===== config.mk =====
export PLATFORM = sky130hd
export DESIGN_NAME = preemptive_priority_scheduler
export DESIGN_NICKNAME = d
export VERILOG_FILES = /design/src/sv/pps_pkg.sv /design/src/sv/preemptive_priority_scheduler.sv /design/src/sv/pps_cell.sv /design/src/sv/pps_report.sv
export SDC_FILE = /design/constraint.sdc
export NUM_CORES = 2
export LEC_CHECK = 0
export BUFFER_PORTS_ARGS = -buffer_cell sky130_fd_sc_hd__buf_4
export CORE_ASPECT_RATIO = 1.1
export CORE_MARGIN = 5
export CORE_UTILIZATION = 55
export CTS_CLUSTER_DIAMETER = 50
export DETAILED_ROUTE_END_ITERATION = 8
export GPL_ROUTABILITY_DRIVEN = 0
export PLACE_DENSITY_LB_ADDON = 0.12
export SLEW_MARGIN = 25
export SYNTH_ARGS = -nofsm -noshare
export SYNTH_HDL_FRONTEND = slang
export SYNTH_SLANG_ARGS = --single-unit

===== constraint.sdc =====
create_clock -name clock -period 8.8 [get_ports clock]
set_clock_uncertainty 0.1 [all_clocks]
set_input_delay 1.76 -clock clock [delete_from_list [all_inputs] [get_ports clock]]
set_output_delay 1.76 -clock clock [all_outputs]
set_load 0.01 [all_outputs]

===== src/sv/pps_pkg.sv =====
`timescale 1ns / 1ps
// ----------------------------------------------------------------------------
// pps_pkg: shared types and constants for the priority scheduler
// Slot record held by each cell, control groups and the sequencer states.
// ----------------------------------------------------------------------------
package pps_pkg;

   // widths fixed by the item fields
   localparam int FIELD_W   = 8;
   localparam int OUT_W     = 13;
   localparam int SUM_W     = 17;
   localparam int IDX_OUT_W = 4;
   // load-order tag; covers sets of up to 64 processes
   localparam int TAG_W     = 6;

   // one process as held in a cell
   typedef struct packed {
      logic [TAG_W-1:0]   tag;
      logic [FIELD_W-1:0] burst;
      logic [FIELD_W-1:0] arrival;
      logic [FIELD_W-1:0] prio;
      logic [FIELD_W-1:0] remaining;
   } slot_type;

   // strobes broadcast to every cell
   typedef struct packed {
      logic load;
      logic clear;
      logic run;
   } cell_ctl_type;

   // strobes to the result store
   typedef struct packed {
      logic wr_en;
      logic latch;
      logic clear_totals;
      logic last;
   } rpt_ctl_type;

   typedef enum logic [4:0] {
      ST_IDLE  = 5'b00001,
      ST_RUN   = 5'b00010,
      ST_READ  = 5'b00100,
      ST_LATCH = 5'b01000,
      ST_SHOW  = 5'b10000
   } state_type;

endpackage


===== src/sv/preemptive_priority_scheduler.sv =====
`timescale 1ns / 1ps
// In idle a request item is taken whenever one is offered; a closing item then
//   starts the tick loop, one simulated tick per cycle until the last process
//   finishes, and each result then passes through the read, latch and show
//   states, held in show while rsp_ready is low. No new set is taken until then.
// Reset: clears the counters, the cell valid bits and the sequencer; the
//   completion store is not cleared and needs no clearing pass.
// ----------------------------------------------------------------------------
// preemptive_priority_scheduler: priority scheduling over a chain of cells
// Loads a set of processes into a priority-sorted cell chain, simulates unit
// ticks with preemption, then reports turnaround and waiting in load order.
// ----------------------------------------------------------------------------
module preemptive_priority_scheduler #(
   parameter int MAX_PROCS = 16
) (
   input  logic                            clock,
   input  logic                            reset,
   input  logic                            req_valid,
   output logic                            req_ready,
   input  logic [7:0]                      req_burst_time,
   input  logic [7:0]                      req_arrival_time,
   input  logic [7:0]                      req_priority_req,
   input  logic                            req_last_process,
   output logic                            rsp_valid,
   input  logic                            rsp_ready,
   output logic [pps_pkg::IDX_OUT_W-1:0]   rsp_process_index,
   output logic [pps_pkg::OUT_W-1:0]       rsp_waiting_time,
   output logic [pps_pkg::OUT_W-1:0]       rsp_turnaround_time,
   output logic [pps_pkg::SUM_W-1:0]       rsp_total_waiting,
   output logic [pps_pkg::SUM_W-1:0]       rsp_total_turnaround,
   output logic                            rsp_last_result
);

   localparam int IDX_W  = $clog2(MAX_PROCS);
   localparam int LD_W   = $clog2(MAX_PROCS + 1);
   localparam int TICK_W = $clog2(256 * (MAX_PROCS + 1));

   pps_pkg::state_type    state_ff, state_in;
   logic [LD_W-1:0]       loaded_ff, loaded_in;
   logic [LD_W-1:0]       finished_ff, finished_in;
   logic [TICK_W-1:0]     tick_ff, tick_in;
   logic [IDX_W-1:0]      out_idx_ff, out_idx_in;

   pps_pkg::cell_ctl_type cell_ctl;
   pps_pkg::rpt_ctl_type  rpt_ctl;
   pps_pkg::slot_type     new_slot;

   pps_pkg::slot_type     cell_slot  [MAX_PROCS];
   logic [MAX_PROCS-1:0]  cell_valid, cell_keep, fin_vec;
   logic [MAX_PROCS:0]    busy_chain;
   logic [pps_pkg::TAG_W-1:0] fin_tag_arr  [MAX_PROCS];
   logic [TICK_W-1:0]         fin_turn_arr [MAX_PROCS];
   logic [TICK_W-1:0]         fin_wait_arr [MAX_PROCS];

   logic [pps_pkg::TAG_W-1:0] fin_tag;
   logic [TICK_W-1:0]         fin_turn, fin_wait;
   logic                      any_finish, req_acc, out_last;

   assign req_ready = (state_ff == pps_pkg::ST_IDLE);
   assign rsp_valid = (state_ff == pps_pkg::ST_SHOW);
   assign req_acc   = req_valid && req_ready;
   assign out_last  = (LD_W'(out_idx_ff) + LD_W'(1)) == loaded_ff;

   // incoming process, zero burst counted as one
   always_comb begin
      new_slot.tag       = pps_pkg::TAG_W'(loaded_ff);
      new_slot.burst     = (req_burst_time == '0) ? 8'd1 : req_burst_time;
      new_slot.arrival   = req_arrival_time;
      new_slot.prio      = req_priority_req;
      new_slot.remaining = new_slot.burst;
   end

   // cell chain
   assign busy_chain[0] = 1'b0;

   for (genvar i = 0; i < MAX_PROCS; i++) begin : g_cell
      pps_pkg::slot_type prev_slot;
      logic              prev_valid, prev_keep;
      if (i == 0) begin : g_head
         assign prev_slot  = new_slot;
         assign prev_valid = 1'b0;
         assign prev_keep  = 1'b1;
      end else begin : g_body
         assign prev_slot  = cell_slot[i-1];
         assign prev_valid = cell_valid[i-1];
         assign prev_keep  = cell_keep[i-1];
      end
      pps_cell #(
         .TICK_W (TICK_W)
      ) u_cell (
         .clock      (clock),
         .reset      (reset),
         .ctl        (cell_ctl),
         .new_slot   (new_slot),
         .tick       (tick_ff),
         .prev_slot  (prev_slot),
         .prev_valid (prev_valid),
         .prev_keep  (prev_keep),
         .busy_in    (busy_chain[i]),
         .slot_out   (cell_slot[i]),
         .valid_out  (cell_valid[i]),
         .keep_out   (cell_keep[i]),
         .busy_out   (busy_chain[i+1]),
         .finish     (fin_vec[i]),
         .fin_tag    (fin_tag_arr[i]),
         .fin_turn   (fin_turn_arr[i]),
         .fin_wait   (fin_wait_arr[i])
      );
   end

   // merge the single completion record of this tick
   always_comb begin
      fin_tag  = '0;
      fin_turn = '0;
      fin_wait = '0;
      for (int i = 0; i < MAX_PROCS; i++) begin
         fin_tag  = fin_tag  | fin_tag_arr[i];
         fin_turn = fin_turn | fin_turn_arr[i];
         fin_wait = fin_wait | fin_wait_arr[i];
      end
   end
   assign any_finish = |fin_vec;

   // sequencer: load, run ticks, report
   always_comb begin
      state_in    = state_ff;
      loaded_in   = loaded_ff;
      finished_in = finished_ff;
      tick_in     = tick_ff;
      out_idx_in  = out_idx_ff;
      cell_ctl    = '0;
      rpt_ctl     = '0;
      rpt_ctl.last = out_last;
      case (state_ff)
         pps_pkg::ST_IDLE: begin
            rpt_ctl.clear_totals = 1'b1;
            if (req_acc) begin
               if (loaded_ff < LD_W'(MAX_PROCS)) begin
                  cell_ctl.load = 1'b1;
                  loaded_in     = loaded_ff + LD_W'(1);
               end
               if (req_last_process) begin
                  state_in = pps_pkg::ST_RUN;
               end
            end
         end
         pps_pkg::ST_RUN: begin
            cell_ctl.run = 1'b1;
            tick_in      = tick_ff + TICK_W'(1);
            if (any_finish) begin
               rpt_ctl.wr_en = 1'b1;
               finished_in   = finished_ff + LD_W'(1);
               if (finished_in == loaded_ff) begin
                  state_in = pps_pkg::ST_READ;
               end
            end
         end
         pps_pkg::ST_READ: begin
            state_in = pps_pkg::ST_LATCH;
         end
         pps_pkg::ST_LATCH: begin
            rpt_ctl.latch = 1'b1;
            state_in      = pps_pkg::ST_SHOW;
         end
         pps_pkg::ST_SHOW: begin
            if (rsp_ready) begin
               if (out_last) begin
                  state_in       = pps_pkg::ST_IDLE;
                  loaded_in      = '0;
                  finished_in    = '0;
                  tick_in        = '0;
                  out_idx_in     = '0;
                  cell_ctl.clear = 1'b1;
               end else begin
                  out_idx_in = out_idx_ff + IDX_W'(1);
                  state_in   = pps_pkg::ST_READ;
               end
            end
         end
         default: begin
            state_in = pps_pkg::ST_IDLE;
         end
      endcase
   end

   always_ff @(posedge clock) begin
      if (reset) begin
         state_ff    <= pps_pkg::ST_IDLE;
         loaded_ff   <= '0;
         finished_ff <= '0;
         tick_ff     <= '0;
         out_idx_ff  <= '0;
      end else begin
         state_ff    <= state_in;
         loaded_ff   <= loaded_in;
         finished_ff <= finished_in;
         tick_ff     <= tick_in;
         out_idx_ff  <= out_idx_in;
      end
   end

   pps_report #(
      .MAX_PROCS (MAX_PROCS),
      .TICK_W    (TICK_W),
      .IDX_W     (IDX_W)
   ) u_report (
      .clock                (clock),
      .reset                (reset),
      .ctl                  (rpt_ctl),
      .wr_addr              (IDX_W'(fin_tag)),
      .wr_turn              (fin_turn),
      .wr_wait              (fin_wait),
      .rd_addr              (out_idx_ff),
      .rsp_process_index    (rsp_process_index),
      .rsp_waiting_time     (rsp_waiting_time),
      .rsp_turnaround_time  (rsp_turnaround_time),
      .rsp_total_waiting    (rsp_total_waiting),
      .rsp_total_turnaround (rsp_total_turnaround),
      .rsp_last_result      (rsp_last_result)
   );

   // at most one process finishes per tick
   assert property (@(posedge clock) disable iff (reset) $onehot0(fin_vec))
      else $error("more than one cell finished in one tick");

   // finished count never passes loaded count
   assert property (@(posedge clock) disable iff (reset) finished_ff <= loaded_ff)
      else $error("finished count exceeds loaded count");

   // a simulation always has at least one process
   assert property (@(posedge clock) disable iff (reset)
      (state_ff == pps_pkg::ST_RUN) |-> (loaded_ff != '0))
      else $error("tick loop running on an empty set");

   // the report pass starts only once every process has finished
   assert property (@(posedge clock) disable iff (reset)
      ($past(state_ff) == pps_pkg::ST_RUN && state_ff == pps_pkg::ST_READ)
      |-> (finished_ff == loaded_ff))
      else $error("report started before all processes finished");

   // no cell runs outside the tick loop
   assert property (@(posedge clock) disable iff (reset)
      (state_ff != pps_pkg::ST_RUN) |-> (fin_vec == '0))
      else $error("cell finished outside the tick loop");

endmodule


===== src/sv/pps_cell.sv =====
`timescale 1ns / 1ps
// ----------------------------------------------------------------------------
// pps_cell: one slot of the priority-sorted process chain
// Holds one process. Cells stay sorted by priority (high first, then load
// order); a new item is inserted by shifting the lower part of the chain down.
// On each tick the first ready cell in the chain takes the processor.
// ----------------------------------------------------------------------------
module pps_cell #(
   parameter int TICK_W = 13
) (
   input  logic                        clock,
   input  logic                        reset,
   input  pps_pkg::cell_ctl_type       ctl,
   input  pps_pkg::slot_type           new_slot,
   input  logic [TICK_W-1:0]           tick,
   input  pps_pkg::slot_type           prev_slot,
   input  logic                        prev_valid,
   input  logic                        prev_keep,
   input  logic                        busy_in,
   output pps_pkg::slot_type           slot_out,
   output logic                        valid_out,
   output logic                        keep_out,
   output logic                        busy_out,
   output logic                        finish,
   output logic [pps_pkg::TAG_W-1:0]   fin_tag,
   output logic [TICK_W-1:0]           fin_turn,
   output logic [TICK_W-1:0]           fin_wait
);

   pps_pkg::slot_type slot_ff, slot_in;
   logic              valid_ff, valid_in;
   logic [TICK_W-1:0] arr_ext, burst_ext, turn_calc;
   logic              keep, ready, grant;

   assign arr_ext   = {{(TICK_W-pps_pkg::FIELD_W){1'b0}}, slot_ff.arrival};
   assign burst_ext = {{(TICK_W-pps_pkg::FIELD_W){1'b0}}, slot_ff.burst};

   // stay in place when at least as urgent as the incoming item
   assign keep     = valid_ff && (slot_ff.prio >= new_slot.prio);
   assign keep_out = keep;

   // arbitrate: first ready cell down the chain wins
   assign ready    = valid_ff && (slot_ff.remaining != '0) && (tick >= arr_ext);
   assign grant    = ctl.run && ready && !busy_in;
   assign busy_out = busy_in | ready;

   // completion record, zero unless this cell finishes on this tick
   assign finish    = grant && (slot_ff.remaining == 8'd1);
   assign turn_calc = tick + {{(TICK_W-1){1'b0}}, 1'b1} - arr_ext;
   assign fin_turn  = finish ? turn_calc : '0;
   assign fin_wait  = finish ? (turn_calc - burst_ext) : '0;
   assign fin_tag   = finish ? slot_ff.tag : '0;

   assign slot_out  = slot_ff;
   assign valid_out = valid_ff;

   // clear, insert, shift down or run one tick
   always_comb begin
      slot_in  = slot_ff;
      valid_in = valid_ff;
      if (ctl.clear) begin
         valid_in = 1'b0;
      end else if (ctl.load) begin
         if (!keep) begin
            if (prev_keep) begin
               slot_in  = new_slot;
               valid_in = 1'b1;
            end else begin
               slot_in  = prev_slot;
               valid_in = prev_valid;
            end
         end
      end else if (grant) begin
         slot_in.remaining = slot_ff.remaining - 8'd1;
      end
   end

   always_ff @(posedge clock) begin
      if (reset) begin
         valid_ff <= 1'b0;
      end else begin
         valid_ff <= valid_in;
      end
   end

   always_ff @(posedge clock) begin
      slot_ff <= slot_in;
   end

endmodule


===== src/sv/pps_report.sv =====
`timescale 1ns / 1ps
// ----------------------------------------------------------------------------
// pps_report: completion store and result formatting
// Records turnaround and waiting per process at its load index as it
// finishes, then reads them back in index order and keeps running totals.
// ----------------------------------------------------------------------------
module pps_report #(
   parameter int MAX_PROCS = 16,
   parameter int TICK_W    = 13,
   parameter int IDX_W     = 4
) (
   input  logic                            clock,
   input  logic                            reset,
   input  pps_pkg::rpt_ctl_type            ctl,
   input  logic [IDX_W-1:0]                wr_addr,
   input  logic [TICK_W-1:0]               wr_turn,
   input  logic [TICK_W-1:0]               wr_wait,
   input  logic [IDX_W-1:0]                rd_addr,
   output logic [pps_pkg::IDX_OUT_W-1:0]   rsp_process_index,
   output logic [pps_pkg::OUT_W-1:0]       rsp_waiting_time,
   output logic [pps_pkg::OUT_W-1:0]       rsp_turnaround_time,
   output logic [pps_pkg::SUM_W-1:0]       rsp_total_waiting,
   output logic [pps_pkg::SUM_W-1:0]       rsp_total_turnaround,
   output logic                            rsp_last_result
);

   localparam int WIDE_W = TICK_W + pps_pkg::SUM_W;
   localparam int IWIDE_W = IDX_W + pps_pkg::IDX_OUT_W;

   logic [2*TICK_W-1:0] mem [MAX_PROCS];
   logic [2*TICK_W-1:0] rd_data_ff;

   logic [pps_pkg::SUM_W-1:0] tot_wait_ff, tot_wait_in;
   logic [pps_pkg::SUM_W-1:0] tot_turn_ff, tot_turn_in;

   logic [pps_pkg::IDX_OUT_W-1:0] idx_ff;
   logic [pps_pkg::OUT_W-1:0]     wait_ff, turn_ff;
   logic [pps_pkg::SUM_W-1:0]     sum_wait_ff, sum_turn_ff;
   logic                          last_ff;

   logic [WIDE_W-1:0]  wait_wide, turn_wide;
   logic [IWIDE_W-1:0] idx_wide;

   // write on completion, registered read for the report pass
   always_ff @(posedge clock) begin
      if (ctl.wr_en) begin
         mem[wr_addr] <= {wr_turn, wr_wait};
      end
      rd_data_ff <= mem[rd_addr];
   end

   assign turn_wide = {{pps_pkg::SUM_W{1'b0}}, rd_data_ff[2*TICK_W-1:TICK_W]};
   assign wait_wide = {{pps_pkg::SUM_W{1'b0}}, rd_data_ff[TICK_W-1:0]};
   assign idx_wide  = {{pps_pkg::IDX_OUT_W{1'b0}}, rd_addr};

   assign tot_wait_in = tot_wait_ff + wait_wide[pps_pkg::SUM_W-1:0];
   assign tot_turn_in = tot_turn_ff + turn_wide[pps_pkg::SUM_W-1:0];

   // accumulate totals per result, clear between sets
   always_ff @(posedge clock) begin
      if (reset || ctl.clear_totals) begin
         tot_wait_ff <= '0;
         tot_turn_ff <= '0;
      end else if (ctl.latch) begin
         tot_wait_ff <= tot_wait_in;
         tot_turn_ff <= tot_turn_in;
      end
   end

   // hold the result fields for the output handshake
   always_ff @(posedge clock) begin
      if (ctl.latch) begin
         idx_ff      <= idx_wide[pps_pkg::IDX_OUT_W-1:0];
         wait_ff     <= wait_wide[pps_pkg::OUT_W-1:0];
         turn_ff     <= turn_wide[pps_pkg::OUT_W-1:0];
         sum_wait_ff <= tot_wait_in;
         sum_turn_ff <= tot_turn_in;
         last_ff     <= ctl.last;
      end
   end

   assign rsp_process_index    = idx_ff;
   assign rsp_waiting_time     = wait_ff;
   assign rsp_turnaround_time  = turn_ff;
   assign rsp_total_waiting    = sum_wait_ff;
   assign rsp_total_turnaround = sum_turn_ff;
   assign rsp_last_result      = last_ff;

endmodule


# Word-level counts from Yosys, hierarchy flattened

Memories as Yosys holds them, arrays and structs flattened. A register that Yosys moved wholly into a read port is not among the register bits.
Cells that the tools add are included.

Bitwise gates (word level): 76
Mux-type cells: 158
Add/subtract/negate cells: 55
$lt $le $gt $ge: 33
Equal/unequal tests: 46
Reduce and logical (&&, ||, !) cells: 202

Operators with widths:

| cell                                                                   | count |
|---|---|
| 36-bit two-way mux                                                     | 15 |
| 13-bit two-way mux                                                     | 34 |
| 13-bit by 8-bit subtractor with 13-bit output                          | 32 |
| 8-bit two-way mux                                                      | 49 |
| 13-bit OR                                                              | 30 |
| 13-bit by 8-bit greater-or-equal comparator with 1-bit output          | 16 |
| 8-bit by 1-bit equality test with 1-bit output (second input constant) | 16 |
| 8-bit greater-or-equal comparator                                      | 16 |
| 8-bit nonzero test                                                     | 16 |
| 8-bit by 1-bit subtractor with 8-bit output (second input constant)    | 16 |
| 3-bit AND reduction                                                    | 33 |
| 1-bit logical AND                                                      | 96 |
| 4-bit two-way mux                                                      | 17 |
| 4-bit OR                                                               | 15 |
| 5-bit two-way mux                                                      | 10 |
| 2-bit inequality test (second input constant)                          | 18 |
| 2-bit nonzero test                                                     | 18 |
| 17-bit by 13-bit adder with 17-bit output                              | 2 |
| 2-bit AND reduction                                                    | 17 |
| 1-bit two-way mux                                                      | 28 |
| 13-bit one-hot mux with 2 select lines                                 | 1 |
| 5-bit one-hot mux with 5 select lines                                  | 1 |
| 5-bit one-hot mux with 2 select lines                                  | 2 |
| 1-bit NOT                                                              | 17 |
| other kinds (21)                                                       | 55 |

Logic and storage cells: 680
Memories kept: 1
Register bits: 723
Memory bits (writable): 416
Output and inout bits: 67

Memories:

| name         | words | bits a word | read ports | clocked after Yosys merged registers in | wr ports | line             | text |
|---|---|---|---|---|---|---|---|
| u_report.mem | 16    | 26          | 1          | 1                                       | 1        | pps_report.sv:30 | `logic [2*TICK_W-1:0] mem [MAX_PROCS];` |

# Depth between registers and ports, before layout

Depth after elaboration: 25
Mapped depth: 19

# Modules after synthesis

From an unflattened synthesis, not the netlist that was laid out.

Cells, all modules: 7998
Area total of the unflattened synthesis: 85693.4 sq um

Modules (own cells, without submodules):

| module                           | instances | cells an instance | area each (sq um) |
|---|---|---|---|
| pps_cell (g_cell[10].u_cell ...) | 12        | 417               | 3897.5 |
| pps_report                       | 1         | 1022              | 20923.8 |
| pps_cell (g_cell[9].u_cell)      | 1         | 394               | 3794.9 |
| pps_cell (g_cell[8].u_cell)      | 1         | 396               | 3769.9 |
| pps_cell (g_cell[7].u_cell)      | 1         | 396               | 3767.4 |
| pps_cell (g_cell[0].u_cell)      | 1         | 384               | 3686.0 |
| preemptive_priority_scheduler    | 1         | 402               | 2981.6 |

# Worst setup path after synthesis

Ideal clock, no wire load.

Path kind: input port to flip-flop
Start point: input port req_priority_req[1]
End point: register g_cell[0].u_cell.slot_ff, in the netlist g_cell[0].u_cell.slot_out[0] (enable)
Data arrival time: 5.922 ns
Buffers on the path: 2
Stages: 13
Path slack: 2.451 ns
Library setup time: 0.327 ns
Path through: inv_1 clkbuf_1 ha_1 a21o_1 a21o_1 a21o_1 a21o_1 a21o_1 a21o_1 a21o_1 clkbuf_1 a21oi_1 a21o_1

Word-level cells in the longest chain between the ends: 4

Ends and longest elaborated chain:

| element                           | line                                | text |
|---|---|---|
| start, declared                   | preemptive_priority_scheduler.sv:22 | `input logic [7:0] req_priority_req,` |
| 8-bit greater-or-equal comparator | pps_cell.sv:39                      | `assign keep = valid_ff && (slot_ff.prio >= new_slot.prio);` |
| 1-bit logical AND                 | pps_cell.sv:39                      |  |
| 2-bit inequality test (no line)   | n/a                                 |  |
| 3-bit AND reduction (no line)     | n/a                                 |  |
| end signal, assigned              | pps_cell.sv:87                      | `slot_ff <= slot_in;` |
| end, declared                     | pps_cell.sv:30                      | `pps_pkg::slot_type slot_ff, slot_in;` |

Every way passes these cells.
A chain may end at the register's enable or synchronous reset.

# Final worst setup path

Start point: register tick_ff[0]
End point: memory u_report.mem[1][8] (netlist name) (data pin)

Word-level cells in the longest chain between the ends: 21
Elaborated cells between the ends (all ways): 172
Those cells by class: 33 x add/sub; 16 x order compare; 16 x mux; 29 x bitwise; 78 x reduce/logical

Ends and longest elaborated chain:

| element                                                                           | line                                 | text |
|---|---|---|
| start, declared                                                                   | preemptive_priority_scheduler.sv:41  | `logic [TICK_W-1:0] tick_ff, tick_in;` |
| start signal, assigned                                                            | preemptive_priority_scheduler.sv:197 | `tick_ff <= tick_in;` |
| branches (longest 20 deep; another with 13-bit by 1-bit adder with 13-bit output) | n/a                                  |  |
| 13-bit OR *                                                                       | preemptive_priority_scheduler.sv:119 | `fin_wait = fin_wait \| fin_wait_arr[i];` |
| via fin_wait[8]                                                                   | preemptive_priority_scheduler.sv:56  | `logic [TICK_W-1:0] fin_turn, fin_wait;` |
| end, declared                                                                     | pps_report.sv:30                     |  |

Mark *: on every way through the listed nets, which the timed path passes.

==> run summary <==
Vias per cell -> 6.62
CP Cell Sequence -> buf_4 -> ha_1 -> nand3_1 -> xnor2_4 -> ha_1 -> and3_1 -> a21oi_1 -> a31oi_1 -> a41oi_1 -> ha_1 -> a21o_1 -> a31oi_1 -> xor2_1 -> a222oi_1 -> o221ai_1 -> a211oi_1 -> o2111ai_1 -> buf_4
Sw frac -> 0.319
Clk root buf -> clkbuf_16
Vias in the first global route -> 54300
Drt first pass iters -> 9
Largest net degree at the start of global routing -> 186
Power Density -> 213 mW/mm²
Synth Register Bits -> 1165
DIE HEIGHT -> 393 µm
Area Growth Syn to Fin -> 10.4%
Net Sw Power -> 5.49 mW
Asr flop ratio synth -> 0
Crit path DAT -> 7.65 ns
Critical Path Max Stage Delay -> 0.84 ns
Site row count -> 140
Final hold violations -> 0
Unique masters post-synth -> 104
Part of the power in the clock network -> 0.336
Seq/Total Area, Yosys -> 0.462
Clock slew at reported path FFs -> 0.06 ns
RSZ-0062 raised after global routing -> false
Sink Count -> 1165
WL final -> 240 mm
Pleak -> 32.1 nW
R2R Setup Slk -> 1.54 ns
Mapped Area -> 0.0733 mm²
Final setup slack of the worst path -> 1.54 ns
HP Class -> flip-flop to flip-flop
CTS Buf Count -> 138
H-Tree Depth -> 4
Initial DRC Count -> 7788
Routed via count -> 57200
R2R depth -> 18
GRT Overall Usage -> 0.334
Main flop type after synthesis -> edfxtp_1
IO Port Bufs -> 95
# hold bufs at CTS -> 0
Die Wd -> 358 µm
Placed insts -> 8379
Synth warn -> 0
Max-slew violation count -> 0
Post-CTS Resized -> 0
Max-cap violation count -> 0
Share of cells above drive strength 1 -> 0.127
Setup-failing EPs final -> 0
CP dominant cell by count -> ha_1
Final hold slack -> 0.337 ns
DIE AREA -> 0.141 mm²
DRT antenna net count -> 0
Core ar. -> 0.132 mm²
Sequential share of power -> 0.417
Post-route setup TNS -> 0 ns
Final Net Count -> 7405
Routed len/inst -> 27.8 µm
Finished Core Util -> 0.611
Post-Synthesis Cells -> 6726
Post-route cell area -> 0.0809 mm²
GRT overflow -> 0
Slowest cell on crit path -> xnor2_4
Mapped Avg Cell Area -> 10.9 µm²
Minimum clock period -> 7.26 ns
I/O pins -> 96
Fillers -> 10800
Worst skew pair latency -> 0.78 ns
Power Internal -> 11.8 mW
Worst Tran Pin Value -> 1.18 ns
Final Cycle Share -> 0.825
Maximum clock insertion buffer count -> 3
Post-DP HPWL -> 180 mm
IR Drop Worst-Case VDD -> 0.000231 V
CTS tree -> built
Worst path required time -> 9.19 ns
Number of flops mapped to enable cells by yosys -> 1057
Crit. End Element -> flip-flop
RR Startpoint -> tick_ff[0]$_SDFFE_PP0P_
Critical path fanouts, max -> 16
Startpoint Class -> flip-flop
Failing checks -> design-rule violations
Setup crit end -> u_report.mem[1][8]$_DFFE_PP_
Headroom to the max-slew limit -> 0.207
Status -> finished with violations
Initial antenna violation count -> 8
Total power -> 17.2 mW
Filler-free cell count of the finished design -> 8636
Dpl cell area -> 0.0762 mm²
Initial core utilization -> 0.554
Post-CTS Setup Bufs -> 0
Drc violations -> 10
Comb power frac -> 0.247
First-pass GRT wire length -> 349 mm
Highest Clock Rate -> 0.138 GHz
Setup CP Type -> flip-flop to flip-flop
Syn Nets -> 7383
R2R Path End -> u_report.mem[1][8]$_DFFE_PP_
CP startpoint -> tick_ff[0]$_SDFFE_PP0P_
Pre-CTS WS -> 1.87 ns
==> per-layer routing <==
layer,track usage,part of all wire
met5,0,0.00020
met4,0.167,0.061
met3,0.0868,0.11
met1,0.431,0.38
met2,0.523,0.45
==> worst max-delay path: cells and delay by family, from the launching register on <==
| family | cells | cell delay [ns] |
|---|---|---|
| flip-flops | 1 | 0.46 |
| XOR/XNOR | 2 | 0.97 |
| AO/OA/AOI/OAI | 9 | 3.17 |
| adder cells (fa/ha/maj) | 3 | 1.06 |
| buffers and inverters | 2 | 0.66 |
| AND/OR/NAND/NOR | 2 | 0.53 |
==> registers in the layout, summed over array words and instances (netlist names) <==
register and count:
finished_ff 5, u_report.rsp_total_waiting 17, u_report.rsp_last_result 1, u_report.mem 416, u_report.rd_data_ff 26, u_report.rsp_waiting_time 13, g_cell.u_cell.valid_out 16, u_report.rsp_total_turnaround 17
state_ff 5, u_report.tot_turn_ff 17, g_cell.u_cell.slot_out 576, tick_ff 13, u_report.rsp_turnaround_time 13, out_idx_ff 4, u_report.tot_wait_ff 17, loaded_ff 5
u_report.rsp_process_index 4
==> how the worst min path moves through the flow <==
| stage | from | to | slack (ns) | cells past startpoint |
|---|---|---|---|---|
| 2_1_floorplan | loaded_ff[3]$_SDFFE_PP0P_ | g_cell[0].u_cell.slot_out[35]$_DFFE_PP_ | 0.31 | 0 |
| 3_3_place_gp | u_report.rd_data_ff[6]$_DFF_P_ | u_report.rsp_waiting_time[6]$_DFFE_PP_ | 0.32 | 0 |
| 3_5_place_dp | u_report.rd_data_ff[6]$_DFF_P_ | u_report.rsp_waiting_time[6]$_DFFE_PP_ | 0.32 | 0 |
| 4_1_cts | u_report.rd_data_ff[5]$_DFF_P_ | u_report.rsp_waiting_time[5]$_DFFE_PP_ | 0.34 | 0 |
| 5_1_grt | u_report.rd_data_ff[6]$_DFF_P_ | u_report.rsp_waiting_time[6]$_DFFE_PP_ | 0.35 | 0 |
| 6_report | u_report.rd_data_ff[6]$_DFF_P_ | u_report.rsp_waiting_time[6]$_DFFE_PP_ | 0.34 | 0 |
==> cell usage after synthesis (all sizes together), types with 16 or more instances <==
| cell type | n | area, µm² |
|---|---|---|
| a31oi | 145 | 913 |
| nor3 | 161 | 822 |
| clkbuf | 282 | 1060 |
| mux4 | 130 | 2930 |
| nand2 | 431 | 1620 |
| nand2b | 68 | 425 |
| a22o | 16 | 140 |
| nor4 | 39 | 280 |
| edfxtp | 1057 | 31700 |
| mux2 | 195 | 2200 |
| nor2 | 406 | 1530 |
| and2 | 49 | 307 |
| o31ai | 41 | 308 |
| ha | 594 | 7430 |
| nor2b | 68 | 425 |
| or4 | 27 | 206 |
| dfxtp | 108 | 2160 |
| inv | 399 | 1500 |
| and3 | 42 | 263 |
| o211ai | 28 | 215 |
| a22oi | 19 | 143 |
| o22ai | 33 | 206 |
| a222oi | 48 | 480 |
| a211oi | 32 | 240 |
| or3 | 43 | 274 |
| fa | 34 | 681 |
| buf | 42 | 206 |
| xnor2 | 300 | 2630 |
| a21oi | 311 | 1560 |
| o21ai | 585 | 2930 |
| nand4 | 57 | 363 |
| nand3b | 19 | 143 |
| o21a | 70 | 526 |
| xor2 | 154 | 1350 |
| a221oi | 31 | 272 |
| o2111ai | 42 | 368 |
| nand3 | 196 | 993 |
| a21o | 161 | 1210 |
| or2 | 30 | 190 |
==> final cells by class <==
type	count	area [µm²]	area share
Clock inverter	75	886	0.0109
Multi-Input combinational cell	4836	37100	0.459
Tap cell	1775	2220	0.0274
Antenna cell	6	15.0	0.000186
Inverter	401	1510	0.0186
Timing Repair Buffer	206	1580	0.0195
Sequential cell	1165	33900	0.419
Clock buffer	172	3700	0.0457
==> cells in the final DEF, fill, tap and decap left out, types with 48 or more instances in the layout <==
| master | instances |
|---|---|
| a21oi_1 | 287 |
| a222oi_1 | 48 |
| buf_4 | 201 |
| o21a_1 | 70 |
| xor2_1 | 151 |
| xnor2_1 | 294 |
| and2_1 | 48 |
| mux4_2 | 130 |
| nor2_1 | 396 |
| nand2_1 | 431 |
| mux2_2 | 195 |
| clkbuf_16 | 143 |
| nand3_1 | 195 |
| o21ai_0 | 583 |
| nor3_1 | 149 |
| a31oi_1 | 143 |
| dfxtp_1 | 104 |
| edfxtp_1 | 1057 |
| a21o_1 | 161 |
| inv_1 | 399 |
| nor2b_1 | 68 |
| nand2b_1 | 68 |
| nand4_1 | 56 |
| ha_1 | 594 |
==> power groups by stage <==
stage	Combinational [mW]	Sequential [mW]	Clock, mW
after CTS	4.13	7.17	5.85
after global placement	4.02	7.27	0
after detailed placement	4.09	7.28	0
after floorplan	2.96	7.06	0
after global routing	4.63	7.23	6.09
final	4.26	7.19	5.79
==> logic make-up after synthesis <==
logic type,synth area share
AOI/OAI and AO/OA,0.151
muxes,0.0703
and+or+nand+nor,0.114
adders and majority gates,0.111
xor gates and xnor gates,0.0542
buffers and inverters,0.0378
DFF,0.462
Power figures use the tool's default switching activity.
